==> config.mk <==
export PLATFORM = sky130hd
export DESIGN_NAME = spi_master_word_engine
export DESIGN_NICKNAME = d
export VERILOG_FILES = /design/src/rtl/sme_pkg.sv /design/src/rtl/sme_front.sv /design/src/rtl/sme_fifo.sv /design/src/rtl/sme_back.sv /design/src/rtl/spi_master_word_engine.sv
export SDC_FILE = /design/constraint.sdc
export NUM_CORES = 1
export LEC_CHECK = 0
export CAP_MARGIN = 20
export CORE_MARGIN = 2
export CORE_UTILIZATION = 55
export CTS_BUF_LIST = sky130_fd_sc_hd__clkbuf_16
export CTS_CLUSTER_DIAMETER = 200
export DETAILED_ROUTE_END_ITERATION = 12
export DONT_BUFFER_PORTS = 1
export PLACE_DENSITY = 0.66
export SYNTH_ARGS = -nofsm -noshare
export SYNTH_HDL_FRONTEND = slang
export SYNTH_SLANG_ARGS = --single-unit
export TNS_END_PERCENT = 5
==> constraint.sdc <==
create_clock -name i_clk -period 8.46 [get_ports i_clk]
set_clock_uncertainty 0.15 [all_clocks]
set_input_delay 1.692 -clock i_clk [delete_from_list [all_inputs] [get_ports i_clk]]
set_output_delay 1.692 -clock i_clk [all_outputs]
set_load 0.02 [all_outputs]
==> src/rtl/sme_pkg.sv <==
// Shared types and constants for the SPI master word engine.
// No dependencies; every other file refers to this package by scoped names.
package sme_pkg;

    // Engine phase
    typedef enum logic [1:0] {
        PH_IDLE  = 2'd0,
        PH_SHIFT = 2'd1,
        PH_WAIT  = 2'd2,
        PH_CLOSE = 2'd3
    } t_phase;

    // What one queued item asks of the engine
    typedef enum logic [1:0] {
        K_TICK = 2'd0,   // clock tick only, no word offered
        K_WORD = 2'd1,   // word offered, more follow in this transfer
        K_LAST = 2'd2    // word offered, last of its transfer
    } t_kind;

    // Configuration register indexes (byte address = 4 * index)
    typedef enum logic [2:0] {
        REG_DIVIDER   = 3'd0,
        REG_WORD_LEN  = 3'd1,
        REG_CPOL      = 3'd2,
        REG_CPHA      = 3'd3,
        REG_LSB_FIRST = 3'd4,
        REG_SEL_HIGH  = 3'd5,
        REG_SEL_INDEX = 3'd6,
        REG_SEL_HOLD  = 3'd7
    } t_reg_idx;

    localparam int CFG_DIV_W     = 10;
    localparam int CFG_LEN_W     = 5;
    localparam int TX_WORD_W     = 32;
    localparam int RX_WORD_W     = 32;
    localparam int APB_ADDR_W    = 5;
    localparam int APB_DATA_W    = 32;
    localparam int IN_TDATA_W    = 40;
    localparam int OUT_TDATA_W   = 40;
    // Queue depth, a power of two so the pointers wrap on their own
    localparam int QUEUE_DEPTH   = 2;

    typedef struct packed {
        logic [CFG_DIV_W-1:0] divider;
        logic [CFG_LEN_W-1:0] word_len_m1;
        logic                 cpol;
        logic                 cpha;
        logic                 lsb_first;
        logic                 sel_high;
        logic                 sel_index;
        logic                 sel_hold;
    } t_cfg;

    // One classified tick travelling from front to back
    typedef struct packed {
        t_kind                kind;
        logic [TX_WORD_W-1:0] tx_word;
        logic                 miso;
    } t_item;

    // One result item
    typedef struct packed {
        logic                 sclk;
        logic                 mosi;
        logic [1:0]           select_lines;
        logic                 rx_valid;
        logic [RX_WORD_W-1:0] rx_word;
        logic                 ready_res;
    } t_result;

endpackage

==> src/rtl/sme_front.sv <==
// Front end: takes stream items, unpacks them and classifies the offer.
// Depends on sme_pkg; feeds sme_fifo.
module sme_front (
    input  logic                               s_axis_tvalid,
    output logic                               s_axis_tready,
    input  logic [sme_pkg::IN_TDATA_W-1:0]     s_axis_tdata,
    input  logic                               s_axis_tlast,
    input  logic                               i_q_ready,
    output logic                               o_push,
    output sme_pkg::t_item                     o_item
);

    // Accept whenever the queue has room
    assign s_axis_tready = i_q_ready;
    assign o_push        = s_axis_tvalid & i_q_ready;

    // tdata: bit 0 tx_valid, bits 32:1 tx_word, bit 33 miso
    always_comb begin
        o_item.tx_word = s_axis_tdata[sme_pkg::TX_WORD_W:1];
        o_item.miso    = s_axis_tdata[sme_pkg::TX_WORD_W+1];
        if (!s_axis_tdata[0]) begin
            o_item.kind = sme_pkg::K_TICK;
        end else if (s_axis_tlast) begin
            o_item.kind = sme_pkg::K_LAST;
        end else begin
            o_item.kind = sme_pkg::K_WORD;
        end
    end

endmodule

==> src/rtl/sme_fifo.sv <==
// Short item queue between the front end and the shift engine.
// Depends on sme_pkg for the item type and depth.
module sme_fifo (
    input  logic            i_clk,
    input  logic            i_rst_n,
    input  logic            i_push,
    input  sme_pkg::t_item  i_item,
    output logic            o_ready,
    output logic            o_valid,
    output sme_pkg::t_item  o_item,
    input  logic            i_pop
);

    localparam int PW = $clog2(sme_pkg::QUEUE_DEPTH);
    localparam int CW = $clog2(sme_pkg::QUEUE_DEPTH + 1);

    sme_pkg::t_item r_mem [sme_pkg::QUEUE_DEPTH];
    logic [PW-1:0]  r_wptr, r_rptr;
    logic [CW-1:0]  r_count;
    logic           w_do_push, w_do_pop;

    assign o_ready   = (r_count != CW'(sme_pkg::QUEUE_DEPTH));
    assign o_valid   = (r_count != '0);
    assign o_item    = r_mem[r_rptr];
    assign w_do_push = i_push & o_ready;
    assign w_do_pop  = i_pop & o_valid;

    // Pointers and fill count
    always_ff @(posedge i_clk) begin
        if (!i_rst_n) begin
            r_wptr  <= '0;
            r_rptr  <= '0;
            r_count <= '0;
        end else begin
            if (w_do_push) r_wptr <= r_wptr + PW'(1);
            if (w_do_pop)  r_rptr <= r_rptr + PW'(1);
            case ({w_do_push, w_do_pop})
                2'b10:   r_count <= r_count + CW'(1);
                2'b01:   r_count <= r_count - CW'(1);
                default: r_count <= r_count;
            endcase
        end
    end

    // Storage
    always_ff @(posedge i_clk) begin
        if (w_do_push) r_mem[r_wptr] <= i_item;
    end

endmodule

==> src/rtl/sme_back.sv <==
// Back end: SPI shift engine, one queued tick per step, with a result register.
// Depends on sme_pkg; reads items from sme_fifo.
module sme_back #(
    parameter int MAX_WORD_BITS = 32,
    parameter int DIVIDER_BITS  = 10
) (
    input  logic              i_clk,
    input  logic              i_rst_n,
    input  sme_pkg::t_cfg     i_cfg,
    input  logic              i_q_valid,
    input  sme_pkg::t_item    i_q_item,
    output logic              o_q_pop,
    output logic              o_res_valid,
    output sme_pkg::t_result  o_res,
    input  logic              i_res_ready
);

    localparam int BCW = $clog2(MAX_WORD_BITS + 1);
    localparam int IW  = $clog2(MAX_WORD_BITS);
    localparam int MW  = MAX_WORD_BITS;
    localparam int DW  = DIVIDER_BITS;

    sme_pkg::t_phase    r_phase, n_phase;
    logic [DW-1:0]      r_tick, n_tick;
    logic [BCW-1:0]     r_bit, n_bit;
    logic [MW-1:0]      r_tx, n_tx;
    logic [MW-1:0]      r_rx, n_rx;
    logic               r_clk_lvl, n_clk_lvl;
    logic               r_sel_on, n_sel_on;
    logic               r_last, n_last;
    logic               r_out_valid;
    sme_pkg::t_result   r_out, n_out;

    logic [5:0]         w_len;
    logic [BCW-1:0]     w_nbits;
    logic [IW-1:0]      w_top;
    logic [MW-1:0]      w_mask;
    logic [MW-1:0]      w_mi_top;
    logic [DW-1:0]      w_div;
    logic [MW+sme_pkg::TX_WORD_W-1:0] w_tx_ext;
    logic [MW+sme_pkg::RX_WORD_W-1:0] w_rx_ext;
    logic [sme_pkg::CFG_DIV_W+DW-1:0] w_div_ext;
    logic               w_offer, w_edge, w_act, w_inact, w_sel;

    // A step runs when an item is queued and the result slot is free or draining
    assign o_q_pop     = i_q_valid & (~r_out_valid | i_res_ready);
    assign o_res_valid = r_out_valid;
    assign o_res       = r_out;

    // Word length, capped at the shift register width
    always_comb begin
        w_len = {1'b0, i_cfg.word_len_m1} + 6'd1;
        if (int'(w_len) > MW) begin
            w_nbits = BCW'(MW);
        end else begin
            w_nbits = BCW'(w_len);
        end
        w_top = IW'(w_nbits - BCW'(1));
        for (int i = 0; i < MW; i++) begin
            w_mask[i] = (i < int'(w_nbits));
        end
        w_mi_top  = {{(MW-1){1'b0}}, i_q_item.miso} << w_top;
        w_tx_ext  = {{MW{1'b0}}, i_q_item.tx_word};
        w_div_ext = {{DW{1'b0}}, i_cfg.divider};
        w_div     = w_div_ext[DW-1:0];
    end

    // Next state and result of one tick
    always_comb begin
        n_phase   = r_phase;
        n_tick    = r_tick;
        n_bit     = r_bit;
        n_tx      = r_tx;
        n_rx      = r_rx;
        n_clk_lvl = r_clk_lvl;
        n_sel_on  = r_sel_on;
        n_last    = r_last;
        w_offer   = (i_q_item.kind == sme_pkg::K_WORD) || (i_q_item.kind == sme_pkg::K_LAST);
        w_edge    = (r_tick >= w_div);
        n_out.rx_valid = 1'b0;
        n_out.rx_word  = '0;
        w_rx_ext       = '0;

        case (r_phase)
            sme_pkg::PH_IDLE, sme_pkg::PH_WAIT: begin
                if (w_offer) begin
                    n_tx      = w_tx_ext[MW-1:0] & w_mask;
                    n_rx      = '0;
                    n_bit     = '0;
                    n_tick    = '0;
                    n_clk_lvl = 1'b0;
                    n_last    = (i_q_item.kind == sme_pkg::K_LAST);
                    n_sel_on  = 1'b1;
                    n_phase   = sme_pkg::PH_SHIFT;
                end
            end
            sme_pkg::PH_SHIFT: begin
                if (w_edge) begin
                    n_tick = '0;
                    if (!r_clk_lvl) begin
                        // leading edge
                        n_clk_lvl = 1'b1;
                        if (!i_cfg.cpha) begin
                            n_rx = i_cfg.lsb_first ? ((r_rx >> 1) | w_mi_top)
                                                   : {r_rx[MW-2:0], i_q_item.miso};
                        end else if (r_bit != '0) begin
                            n_tx = i_cfg.lsb_first ? (r_tx >> 1) : (r_tx << 1);
                        end
                    end else begin
                        // trailing edge
                        n_clk_lvl = 1'b0;
                        if (i_cfg.cpha) begin
                            n_rx = i_cfg.lsb_first ? ((r_rx >> 1) | w_mi_top)
                                                   : {r_rx[MW-2:0], i_q_item.miso};
                        end
                        n_bit = r_bit + BCW'(1);
                        if (!i_cfg.cpha) begin
                            n_tx = i_cfg.lsb_first ? (r_tx >> 1) : (r_tx << 1);
                        end
                        if (n_bit >= w_nbits) begin
                            w_rx_ext       = {{sme_pkg::RX_WORD_W{1'b0}}, n_rx & w_mask};
                            n_out.rx_valid = 1'b1;
                            n_out.rx_word  = w_rx_ext[sme_pkg::RX_WORD_W-1:0];
                            n_phase = r_last ? sme_pkg::PH_CLOSE : sme_pkg::PH_WAIT;
                        end
                    end
                end else begin
                    n_tick = r_tick + DW'(1);
                end
            end
            default: begin
                // closing half period, then select release unless sel_hold is set
                if (w_edge) begin
                    n_tick = '0;
                    if (!i_cfg.sel_hold) n_sel_on = 1'b0;
                    n_phase = sme_pkg::PH_IDLE;
                end else begin
                    n_tick = r_tick + DW'(1);
                end
            end
        endcase

        // Pin levels after this tick
        w_act   = i_cfg.sel_high;
        w_inact = ~i_cfg.sel_high;
        w_sel   = n_sel_on ? w_act : w_inact;
        n_out.sclk = i_cfg.cpol ^ n_clk_lvl;
        if (n_phase == sme_pkg::PH_SHIFT) begin
            n_out.mosi = i_cfg.lsb_first ? n_tx[0] : n_tx[w_top];
        end else begin
            n_out.mosi = 1'b0;
        end
        n_out.select_lines = i_cfg.sel_index ? {w_sel, w_inact} : {w_inact, w_sel};
        n_out.ready_res    = (n_phase == sme_pkg::PH_IDLE) || (n_phase == sme_pkg::PH_WAIT);
    end

    // Engine state
    always_ff @(posedge i_clk) begin
        if (!i_rst_n) begin
            r_phase   <= sme_pkg::PH_IDLE;
            r_tick    <= '0;
            r_bit     <= '0;
            r_tx      <= '0;
            r_rx      <= '0;
            r_clk_lvl <= 1'b0;
            r_sel_on  <= 1'b0;
            r_last    <= 1'b0;
        end else if (o_q_pop) begin
            r_phase   <= n_phase;
            r_tick    <= n_tick;
            r_bit     <= n_bit;
            r_tx      <= n_tx;
            r_rx      <= n_rx;
            r_clk_lvl <= n_clk_lvl;
            r_sel_on  <= n_sel_on;
            r_last    <= n_last;
        end
    end

    // Result register
    always_ff @(posedge i_clk) begin
        if (!i_rst_n) begin
            r_out_valid <= 1'b0;
        end else if (o_q_pop) begin
            r_out_valid <= 1'b1;
        end else if (i_res_ready) begin
            r_out_valid <= 1'b0;
        end
    end

    always_ff @(posedge i_clk) begin
        if (o_q_pop) r_out <= n_out;
    end

endmodule

==> src/rtl/spi_master_word_engine.sv <==
// Top level of the SPI master word engine: APB registers, front end, queue, engine.
// Depends on sme_pkg, sme_front, sme_fifo and sme_back.
//
// Each input item is one system clock tick of the SPI engine (optional word to
// send, sampled MISO level) and yields exactly one result item (SCK, MOSI, both
// select levels, a received word when one completes, ready for the next word).
// Sustained rate is one item per clock cycle while the output is not stalled. An
// accepted item waits in a two-entry queue; the engine step in sme_back then
// writes its result into a one-entry result register, from which it is presented.
// SCK half period is clock_divider+1 items.
// Write the registers only while no item is in flight.
module spi_master_word_engine #(
    parameter int MAX_WORD_BITS = 32,
    parameter int DIVIDER_BITS  = 10
) (
    input  logic                               i_clk,
    input  logic                               i_rst_n,
    // Input items
    input  logic                               s_axis_tvalid,
    output logic                               s_axis_tready,
    // [0] tx_valid, [32:1] tx_word, [33] miso, [39:34] zero
    input  logic [sme_pkg::IN_TDATA_W-1:0]     s_axis_tdata,
    input  logic                               s_axis_tlast,   // tx_last
    // Result items
    output logic                               m_axis_tvalid,
    input  logic                               m_axis_tready,
    // [0] sclk, [1] mosi, [3:2] select_lines, [4] rx_valid, [36:5] rx_word,
    // [37] ready_res, [39:38] zero
    output logic [sme_pkg::OUT_TDATA_W-1:0]    m_axis_tdata,
    // Configuration
    input  logic                               psel,
    input  logic                               penable,
    input  logic                               pwrite,
    input  logic [sme_pkg::APB_ADDR_W-1:0]     paddr,
    input  logic [sme_pkg::APB_DATA_W-1:0]     pwdata,
    output logic [sme_pkg::APB_DATA_W-1:0]     prdata,
    output logic                               pready
);

    sme_pkg::t_cfg     r_cfg;
    sme_pkg::t_reg_idx w_idx;
    logic              w_wr;
    logic              w_push, w_q_ready, w_q_valid, w_pop;
    sme_pkg::t_item    w_in_item, w_q_item;
    sme_pkg::t_result  w_res;

    // Register file
    assign pready = 1'b1;
    assign w_idx  = sme_pkg::t_reg_idx'(paddr[4:2]);
    assign w_wr   = psel & penable & pwrite & pready;

    always_ff @(posedge i_clk) begin
        if (!i_rst_n) begin
            r_cfg <= '{divider: '0, word_len_m1: sme_pkg::CFG_LEN_W'(7), cpol: 1'b0,
                       cpha: 1'b0, lsb_first: 1'b0, sel_high: 1'b0, sel_index: 1'b0,
                       sel_hold: 1'b0};
        end else if (w_wr) begin
            case (w_idx)
                sme_pkg::REG_DIVIDER:   r_cfg.divider     <= pwdata[sme_pkg::CFG_DIV_W-1:0];
                sme_pkg::REG_WORD_LEN:  r_cfg.word_len_m1 <= pwdata[sme_pkg::CFG_LEN_W-1:0];
                sme_pkg::REG_CPOL:      r_cfg.cpol        <= pwdata[0];
                sme_pkg::REG_CPHA:      r_cfg.cpha        <= pwdata[0];
                sme_pkg::REG_LSB_FIRST: r_cfg.lsb_first   <= pwdata[0];
                sme_pkg::REG_SEL_HIGH:  r_cfg.sel_high    <= pwdata[0];
                sme_pkg::REG_SEL_INDEX: r_cfg.sel_index   <= pwdata[0];
                sme_pkg::REG_SEL_HOLD:  r_cfg.sel_hold    <= pwdata[0];
                default:                r_cfg             <= r_cfg;
            endcase
        end
    end

    // Register readback
    always_comb begin
        case (w_idx)
            sme_pkg::REG_DIVIDER:   prdata = {{(sme_pkg::APB_DATA_W-sme_pkg::CFG_DIV_W){1'b0}},
                                              r_cfg.divider};
            sme_pkg::REG_WORD_LEN:  prdata = {{(sme_pkg::APB_DATA_W-sme_pkg::CFG_LEN_W){1'b0}},
                                              r_cfg.word_len_m1};
            sme_pkg::REG_CPOL:      prdata = {31'd0, r_cfg.cpol};
            sme_pkg::REG_CPHA:      prdata = {31'd0, r_cfg.cpha};
            sme_pkg::REG_LSB_FIRST: prdata = {31'd0, r_cfg.lsb_first};
            sme_pkg::REG_SEL_HIGH:  prdata = {31'd0, r_cfg.sel_high};
            sme_pkg::REG_SEL_INDEX: prdata = {31'd0, r_cfg.sel_index};
            sme_pkg::REG_SEL_HOLD:  prdata = {31'd0, r_cfg.sel_hold};
            default:                prdata = '0;
        endcase
    end

    sme_front u_front (
        .s_axis_tvalid (s_axis_tvalid),
        .s_axis_tready (s_axis_tready),
        .s_axis_tdata  (s_axis_tdata),
        .s_axis_tlast  (s_axis_tlast),
        .i_q_ready     (w_q_ready),
        .o_push        (w_push),
        .o_item        (w_in_item)
    );

    sme_fifo u_fifo (
        .i_clk   (i_clk),
        .i_rst_n (i_rst_n),
        .i_push  (w_push),
        .i_item  (w_in_item),
        .o_ready (w_q_ready),
        .o_valid (w_q_valid),
        .o_item  (w_q_item),
        .i_pop   (w_pop)
    );

    sme_back #(
        .MAX_WORD_BITS (MAX_WORD_BITS),
        .DIVIDER_BITS  (DIVIDER_BITS)
    ) u_back (
        .i_clk       (i_clk),
        .i_rst_n     (i_rst_n),
        .i_cfg       (r_cfg),
        .i_q_valid   (w_q_valid),
        .i_q_item    (w_q_item),
        .o_q_pop     (w_pop),
        .o_res_valid (m_axis_tvalid),
        .o_res       (w_res),
        .i_res_ready (m_axis_tready)
    );

    // Result packing
    assign m_axis_tdata = {2'b00, w_res.ready_res, w_res.rx_word, w_res.rx_valid,
                           w_res.select_lines, w_res.mosi, w_res.sclk};

    // A full queue always has an item for the engine
    a_full_has_item: assert property (@(posedge i_clk) disable iff (!i_rst_n)
        !s_axis_tready |-> w_q_valid)
        else $error("queue reports full with nothing to pop");

    // A result is only withdrawn after it was taken
    a_result_taken: assert property (@(posedge i_clk) disable iff (!i_rst_n)
        $fell(m_axis_tvalid) |-> $past(m_axis_tready))
        else $error("result dropped without handshake");

    // The engine steps only when the result slot can take its output
    a_step_slot: assert property (@(posedge i_clk) disable iff (!i_rst_n)
        (w_pop && m_axis_tvalid) |-> m_axis_tready)
        else $error("engine stepped over a pending result");

endmodule
Yosys cells after proc, flatten, opt, wreduce, memory -nomap -nowiden
Memory sizes are Yosys's and may differ from the RTL's. A register that Yosys moved wholly into a read port is not among the register bits.
Cells that the tools add are included.
{"block": "op_classes", "eq_ne": 20, "muxes": 57, "add_sub_neg": 8, "shift": 1, "n_lt_le_gt_ge": 36, "n_bitwise": 13, "reduce_logical": 25}
{"operator": "2-to-1 mux 32 bit", "count": 16}
{"operator": "case mux 32 bit (8 select lines)", "count": 1}
{"operator": "case mux 32 bit (2 select lines)", "count": 2}
{"operator": "< comparator 5 x 6 -> 1 bit, first input constant", "count": 16}
{"operator": "bitwise AND 32 bit", "count": 2}
{"operator": "< comparator 4 x 6 -> 1 bit, first input constant", "count": 8}
{"operator": "2-to-1 mux 33 bit", "count": 1}
{"operator": "OR 31 x 32 -> 32 bit", "count": 1}
{"operator": "left shift 1 x 5 -> 32 bit", "count": 1}
{"operator": "2-to-1 mux 10 bit", "count": 3}
{"operator": "< comparator 3 x 6 -> 1 bit, first input constant", "count": 4}
{"operator": "2-to-1 mux 6 bit", "count": 4}
{"operator": "AND reduction 2 bit", "count": 9}
{"operator": "2-to-1 mux 1 bit", "count": 16}
{"operator": "2-to-1 mux 2 bit", "count": 8}
{"operator": "== test 3 bit, second input constant", "count": 4}
{"operator": "< comparator 1 x 6 -> 1 bit, first input constant", "count": 2}
{"operator": "< comparator 2 x 6 -> 1 bit, first input constant", "count": 2}
{"operator": "case mux 6 bit (2 select lines)", "count": 1}
{"operator": "adder 10 x 1 -> 10 bit, second input constant", "count": 1}
{"operator": "greater-or-equal comparator 10 bit", "count": 1}
{"operator": "AND reduction 5 bit", "count": 2}
{"operator": "== test 2 x 1 -> 1 bit, second input constant", "count": 4}
{"operator": "== test 2 bit, second input constant", "count": 4}
{"operator": "29 further kinds", "count": 47}
{"block": "word_totals", "inputBits": 85, "register_bits": 149, "ram_bits": 70, "memories": 1}
{"name": "u_fifo.r_mem", "depth": 2, "word_bits": 35, "rd": 1, "rd_clocked_by_memory_dff": 1, "write_ports": 1, "line_no": "sme_fifo.sv:17", "text": "sme_pkg::t_item r_mem [sme_pkg::QUEUE_DEPTH];"}

Longest topological paths before layout
{"block": "depth", "ltp_word": 14, "ltp_mapped": 16}

Modules after synthesis
Synthesis repeated with hierarchy kept, for this count alone.
{"block": "hier_totals", "hier_cells": 1398, "hier_area_um2": 13052.5}
{"mod": "sme_back", "seq_area_each_um2": 2862.7, "n_inst": 1, "cells_per_inst": 1079, "area_per_inst_um2": 8720.9}
{"mod": "sme_fifo", "seq_area_each_um2": 2202.1, "n_inst": 1, "cells_per_inst": 133, "area_per_inst_um2": 2751.4}
{"mod": "spi_master_word_engine", "seq_area_each_um2": 420.4, "n_inst": 1, "cells_per_inst": 149, "area_per_inst_um2": 1302.5}
{"mod": "sme_front", "seq_area_each_um2": 0.0, "n_inst": 1, "cells_per_inst": 37, "area_per_inst_um2": 277.8}

Least setup slack after synthesis
OpenSTA, ideal clock, no wires.
{"block": "synth_timing", "kind": "input-to-reg", "start": "input port m_axis_tready", "end": "register u_fifo.r_count[1]", "setup_time_ns": 0.076, "arrival_time_ns": 4.539, "cell_stages": 8, "setup_slack_ns": 3.695, "t_required_ns": 8.234, "cell_sequence": "nor2b_1 -> or2_2 -> clkbuf_1 -> inv_2 -> clkbuf_1 -> ha_1 -> or3_1 -> a21boi_0"}
{"block": "synth_via", "elab_chain_cells": 5}
{"element": "from (decl)", "line_no": "spi_master_word_engine.sv:26", "text": "input logic m_axis_tready,"}
{"element": "OR 1 bit (*)", "line_no": "sme_back.sv:46", "text": "assign o_q_pop = i_q_valid & (~r_out_valid | i_res_ready);"}
{"element": "bitwise AND 1 bit (*)", "line_no": "sme_back.sv:46"}
{"element": "via u_back.o_q_pop", "line_no": "sme_back.sv:12", "text": "output logic o_q_pop,"}
{"element": "bitwise AND 1 bit (*)", "line_no": "sme_fifo.sv:26", "text": "assign w_do_pop = i_pop & o_valid;"}
{"element": "== test 2 x 1 -> 1 bit / == test 2 bit (equally long branches)", "line_no": "sme_fifo.sv:37", "text": "case ({w_do_push, w_do_pop})"}
{"element": "case mux 2 bit (2 select lines) / nonzero test 2 bit (equally long branches)"}
{"element": "to (signal assigned)", "line_no": "sme_fifo.sv:38", "text": "2'b10: r_count <= r_count + CW'(1);"}
{"element": "to (signal assigned)", "line_no": "sme_fifo.sv:39", "text": "2'b01: r_count <= r_count - CW'(1);"}
{"element": "to (signal assigned)", "line_no": "sme_fifo.sv:40", "text": "default: r_count <= r_count;"}
{"element": "to (decl)", "line_no": "sme_fifo.sv:19", "text": "logic [CW-1:0] r_count;"}
The timed path passes the listed nets; every way through them passes the cells marked *.
A chain may end at the register's enable or synchronous reset.

Worst setup path after layout
{"block": "layout_timing", "start": "register r_cfg[7] (netlist bit)", "end": "register u_back.r_out (netlist bit u_back.o_res[11]) (data pin)"}
{"block": "layout_via", "elab_chain_cells": 12}
{"element": "from (decl)", "line_no": "spi_master_word_engine.sv:40", "text": "sme_pkg::t_cfg r_cfg;"}
{"element": "from (signal assigned)", "line_no": "spi_master_word_engine.sv:54", "text": "r_cfg <= '{divider: '0, word_len_m1: sme_pkg::CFG_LEN_W'(7), cpol: 1'b0,"}
{"element": "from (signal assigned)", "line_no": "spi_master_word_engine.sv:67", "text": "default: r_cfg <= r_cfg;"}
{"element": "adder 5 x 1 -> 6 bit (*)", "line_no": "sme_back.sv:52", "text": "w_len = {1'b0, i_cfg.word_len_m1} + 6'd1;"}
{"element": "> comparator 6 bit", "line_no": "sme_back.sv:53", "text": "if (int'(w_len) > MW) begin"}
{"element": "2-to-1 mux 6 bit (*)", "line_no": "sme_back.sv:53"}
{"element": "subtractor 5 x 1 -> 5 bit", "line_no": "sme_back.sv:58", "text": "w_top = IW'(w_nbits - BCW'(1));"}
{"element": "left shift 1 x 5 -> 32 bit", "line_no": "sme_back.sv:62", "text": "w_mi_top = {{(MW-1){1'b0}}, i_q_item.miso} << w_top;"}
{"element": "OR 31 x 32 -> 32 bit", "line_no": "sme_back.sv:113", "text": "n_rx = i_cfg.lsb_first ? ((r_rx >> 1) | w_mi_top)"}
{"element": "2-to-1 mux 32 bit", "line_no": "sme_back.sv:113"}
{"element": "2-to-1 mux 32 bit", "line_no": "sme_back.sv:112", "text": "if (i_cfg.cpha) begin"}
{"element": "2-to-1 mux 32 bit", "line_no": "sme_back.sv:100", "text": "if (!r_clk_lvl) begin"}
{"element": "2-to-1 mux 32 bit", "line_no": "sme_back.sv:98", "text": "if (w_edge) begin"}
{"element": "2-to-1 mux 32 bit", "line_no": "sme_back.sv:84", "text": "case (r_phase)"}
{"element": "bitwise AND 32 bit", "line_no": "sme_back.sv:121", "text": "w_rx_ext = {{sme_pkg::RX_WORD_W{1'b0}}, n_rx & w_mask};"}
{"element": "to (signal assigned)", "line_no": "sme_back.sv:192", "text": "if (o_q_pop) r_out <= n_out;"}
{"element": "to (decl)", "line_no": "sme_back.sv:32", "text": "sme_pkg::t_result r_out, n_out;"}
Mark *: on every way between the ends. The rest lies on a longest branch, timed or not. The select of a mux whose other input is x is not followed.

==> results by stage <==
Synthesis:
- Each instance of the synthesized netlist takes up on average 9.726 um2.
- Among all flip-flop cells after synthesis, the most frequent one is sky130_fd_sc_hd__dfxtp_1.
- The number of synthesized register bits is 220.
- The count of yosys warnings during synthesis is 0.
- The post-synthesis sequential area ratio is 0.4508.
- For this run, asynchronously set or reset flops after synthesis account for 0.
- The number of synthesized flops with an enable pin is between 100 and 150.
- Counting distinct cell types in the post-synthesis netlist gives between 70 and 80.
- The mapped netlist covers approximately 0.012 mm2.
- The cell count after synthesis is roughly 1300.

Routing:
- The average wire per cell in the routed design is about 22 um.
- After detailed routing, the number of vias per cell comes to around 6.4.
- The final route contains 9634 vias.
- Wires add up to around 33 mm.
- The number of DRC violations after detailed-routing iteration 0 is approximately 1100.
- In this run the remaining antenna-violating nets after routing total 0.
- The number of design rule violations left after detail routing is 0.
- The first TritonRoute pass finished after 6 iterations.

Layout:
- The final-layout fill cell count is approximately 1900.
- The share of post-route cells with drive strength above 1 is 0.07598.
- Compared with the post-synthesis result, the final layout area differs by 6.952%.
- The net count of the finished layout is around 1300.
- Summing all non-filler instances in the final layout gives an area of around 0.013 mm2.
- The antenna diode count is 0.

Critical path:
- The reg-to-reg critical path startpoint is r_cfg[7].
- For this run, the slowest stage of the critical path takes between 800 and 900 ps.
- The worst register-to-register path has a depth of 11.
- Along the worst path, the maximum fanout reaches 25.
- The number of buffer and inverter instances along the worst setup path is 2.
- The cell repeated most along the worst path is sky130_fd_sc_hd__ha_1.
- In this design, the largest share of critical-path delay is due to compound AO/OA/AOI/OAI gates.
- The worst register-to-register path ends at u_back.o_res[11].
- The kind of end point of the critical path is a flop.
- The worst setup path is launched from a flop.
- STA puts the critical path data required time at roughly 8600 ps.
- The arrival time at the worst endpoint is between 5000 and 6000 ps.
- The signal on the critical path passes through ha_1, buf_4, and3b_1, a31oi_2, inv_2, ha_1, a21oi_1, o21ai_0, a31o_2, nand3_1, a2111oi_0.
- The standard cell with the maximum stage delay on the critical path is sky130_fd_sc_hd__a2111oi_0.
- Counting buffers and inverters, the worst setup path is 11 cells deep.
- The critical path in this run is classified as flop to flop.
- Setup slack on the worst reg-to-reg path comes out at between 3000 and 4000 ps.

Global route:
- The initial antenna violation count is 0.
- The maximum number of pins on one net before global-route repair is between 100 and 150.
- The via count of the first global-routing pass is slightly below 9000.
- Global routing finished with a remaining overflow of 0.
- In the global route stage, overall resource usage came out at 0.2739.
- The wire length of the first global-routing pass is a little over 50 mm.

Placed design:
- In this run the tool buffered the top-level ports with 0 buffer cells.
- The congestion estimate from routability-driven global placement came to about 0.94.
- The estimated wirelength of the detail-placed design is around 22 mm.
- The area after detailed placement is about 0.012 mm2.

Power:
- For this design the ratio of total power to cell area is 255.6 mW/mm2.
- Summed over all cells, the static leakage comes to 4.222 nW.
- The worst voltage drop across the vdd grid is 0.1953 mV.

STA:
- Setup repair after global routing left no endpoint under its margin.
- The final count of pins violating max slew is 0.
- The share of the cycle needed by the critical path after routing is 0.5997.
- The slew at the pin with the worst max-slew slack is between 1000 and 1500 ps.
- In this run the tightest slew margin relative to its limit is 0.1968.
- Adding up every negative setup slack in the final design gives 0 ps.
- Derived from the worst setup path, the maximum achievable clock frequency is 0.1971 GHz.
- Hold timing on the final database bottoms out at a slack of 318.4 ps.
- The final hold violation count was 0.
- The worst path needs ~5000 ps of the cycle, external delays included.
- The count of final setup violators is 0.

CTS:
- The cell sitting at the root of the clock tree is a sky130_fd_sc_hd__clkbuf_16.
- The clock network latency to the later pin of the worst-skew pair is 540 ps.
- The maximum level of the CTS H-tree is 1.
- The number of buffers added for setup after CTS is 0.
- The TritonCTS sink count is between 200 and 250.
- TritonCTS built the clock tree.
- Clock tree synthesis inserted a total of 25 buffers.
- The clock passes through at most 3 buffers.
- The number of gates resized after cts is 0.
- Buffers inserted to repair hold after CTS numbered 0.
- The clock transition at the registers of the reported paths is ~60 ps.

Floorplanning:
- The die outline width is approximately 150 um.
- The count of boundary I/O pins is 160.
- For this configuration, the core starts out at a cell density of 0.5592.
- The core area is approximately 0.022 mm2.
- The die is between 150 and 200 um tall.
- The total number of placement rows is 54.
- The die area is 0.02333 mm2.

Status:
- The run finished with clean final reports.

Min path:
- The destination of the worst hold path is u_back.r_last.
- The classification of the worst-slack hold path is flop to flop.
- In this run the most critical hold path is launched from u_back.r_last.
- The worst hold path was traced through 2 stages.

Flow run:
- The number of max-capacitance violations reported is 0.
==> worst max-delay path by stage <==
stage                  start                end  slack (ps)
2_1_floorplan  m_axis_tready  u_fifo.r_count[1]        3700
3_3_place_gp        r_cfg[7]   u_back.o_res[11]        3570
3_5_place_dp        r_cfg[7]   u_back.o_res[10]        3590
4_1_cts             r_cfg[7]   u_back.o_res[10]        3560
5_1_grt             r_cfg[7]   u_back.o_res[11]        3240
6_report            r_cfg[7]   u_back.o_res[11]        3390
==> worst min-delay path: stages (launching register included) <==
cell and delay (ps):
sky130_fd_sc_hd__dfxtp_1 310, sky130_fd_sc_hd__nand2_1 50, sky130_fd_sc_hd__a21boi_0 60
==> kinds of logic after synthesis <==
kind of cell | after synthesis | synth area share
flops | 220 | 0.4508
buf+inv | 141 | 0.05450
compound gates | 325 | 0.1842
other cells | 2 | 0.0006173
xor+xnor | 24 | 0.01789
mux | 121 | 0.1006
fa+ha+maj | 26 | 0.02633
simple gates | 392 | 0.1651
==> power breakdown <==
group	internal [mW]	switching (mW)	total (mW)	leakage, nW
Combinational	0.231	0.516	0.746	1.86
Clock	0.632	0.439	1.07	0.425
Sequential	1.32	0.186	1.51	1.93
Total	2.18	1.14	3.33	4.22
==> final cells by class <==
cell class	count	area [um2]	share of cell area
clock inverters	21	187.7	0.01442
inverters	27	101.3	0.007788
multi-input cells	913	6117	0.4701
well taps	280	350.3	0.02692
flip-flops and latches	220	5492	0.4220
repair buffers	18	138.9	0.01067
clock buffers	25	625.6	0.04808
==> routing by layer <==
| metal | part of all wire | track usage |
|---|---|---|
| met5 | 0 | 0 |
| met4 | 0.032 | 0.08686 |
| met3 | 0.083 | 0.05575 |
| met2 | 0.44 | 0.4126 |
| met1 | 0.44 | 0.3979 |
==> layout by cell type, fill, tap and decap left out, types with 34 or more instances in the layout <==
| master | instances |
|---|---|
| sky130_fd_sc_hd__nor3_1 | 38 |
| sky130_fd_sc_hd__nand2_1 | 65 |
| sky130_fd_sc_hd__edfxtp_1 | 108 |
| sky130_fd_sc_hd__mux2i_1 | 111 |
| sky130_fd_sc_hd__a22oi_1 | 56 |
| sky130_fd_sc_hd__a21oi_1 | 101 |
| sky130_fd_sc_hd__dfxtp_1 | 109 |
| sky130_fd_sc_hd__nor2_1 | 100 |
| sky130_fd_sc_hd__o21ai_0 | 34 |
| sky130_fd_sc_hd__nor2b_1 | 80 |
==> stage by stage <==
stage	cells	total power [mW]	utilization	worst slack [ps]
after floorplan	1274	2.066	-	3695
after global placement	1457	2.251	0.5602	3569
after detailed placement	1457	2.268	0.5602	3588
after CTS	1503	3.341	0.5976	3559
after global routing	1504	3.473	0.5981	3242
final	1504	3.326	0.5981	3386
==> flip-flops by register name (all words and copies together) (netlist names), 2 cells and up, named ones only <==
signal          count
u_back.o_res       38
u_back.r_rx        32
u_back.r_tx        32
u_back.r_bit        6
u_fifo.r_count      2
r_cfg              21
u_back.r_phase      2
u_back.r_tick      10
u_fifo.r_mem       70
==> synthesized netlist by cell type, types with 8 or more instances <==
master	instances	area, um2
sky130_fd_sc_hd__o32ai_1	19	166.4
sky130_fd_sc_hd__mux2_2	10	112.6
sky130_fd_sc_hd__inv_1	21	78.83
sky130_fd_sc_hd__nor2_1	101	379.1
sky130_fd_sc_hd__o22ai_1	10	62.56
sky130_fd_sc_hd__xnor2_1	12	105.1
sky130_fd_sc_hd__buf_4	27	202.7
sky130_fd_sc_hd__and2_1	11	68.82
sky130_fd_sc_hd__nand2_1	65	244.0
sky130_fd_sc_hd__a21boi_0	18	135.1
sky130_fd_sc_hd__nand3_1	29	145.1
sky130_fd_sc_hd__xor2_1	11	96.34
sky130_fd_sc_hd__edfxtp_1	108	3243
sky130_fd_sc_hd__ha_1	24	300.3
sky130_fd_sc_hd__buf_2	26	130.1
sky130_fd_sc_hd__a21oi_1	101	505.5
sky130_fd_sc_hd__mux2i_1	111	1111
sky130_fd_sc_hd__clkbuf_1	55	206.5
sky130_fd_sc_hd__o21ai_0	34	170.2
sky130_fd_sc_hd__nor2b_1	80	500.5
sky130_fd_sc_hd__nor4_1	10	62.56
sky130_fd_sc_hd__dfxtp_1	112	2242
sky130_fd_sc_hd__o211ai_1	9	67.56
sky130_fd_sc_hd__nor3_1	39	195.2
sky130_fd_sc_hd__a22oi_1	56	420.4
sky130_fd_sc_hd__and3_1	14	87.58
sky130_fd_sc_hd__nor3b_1	8	60.06
(Power assumes the default switching activity.)
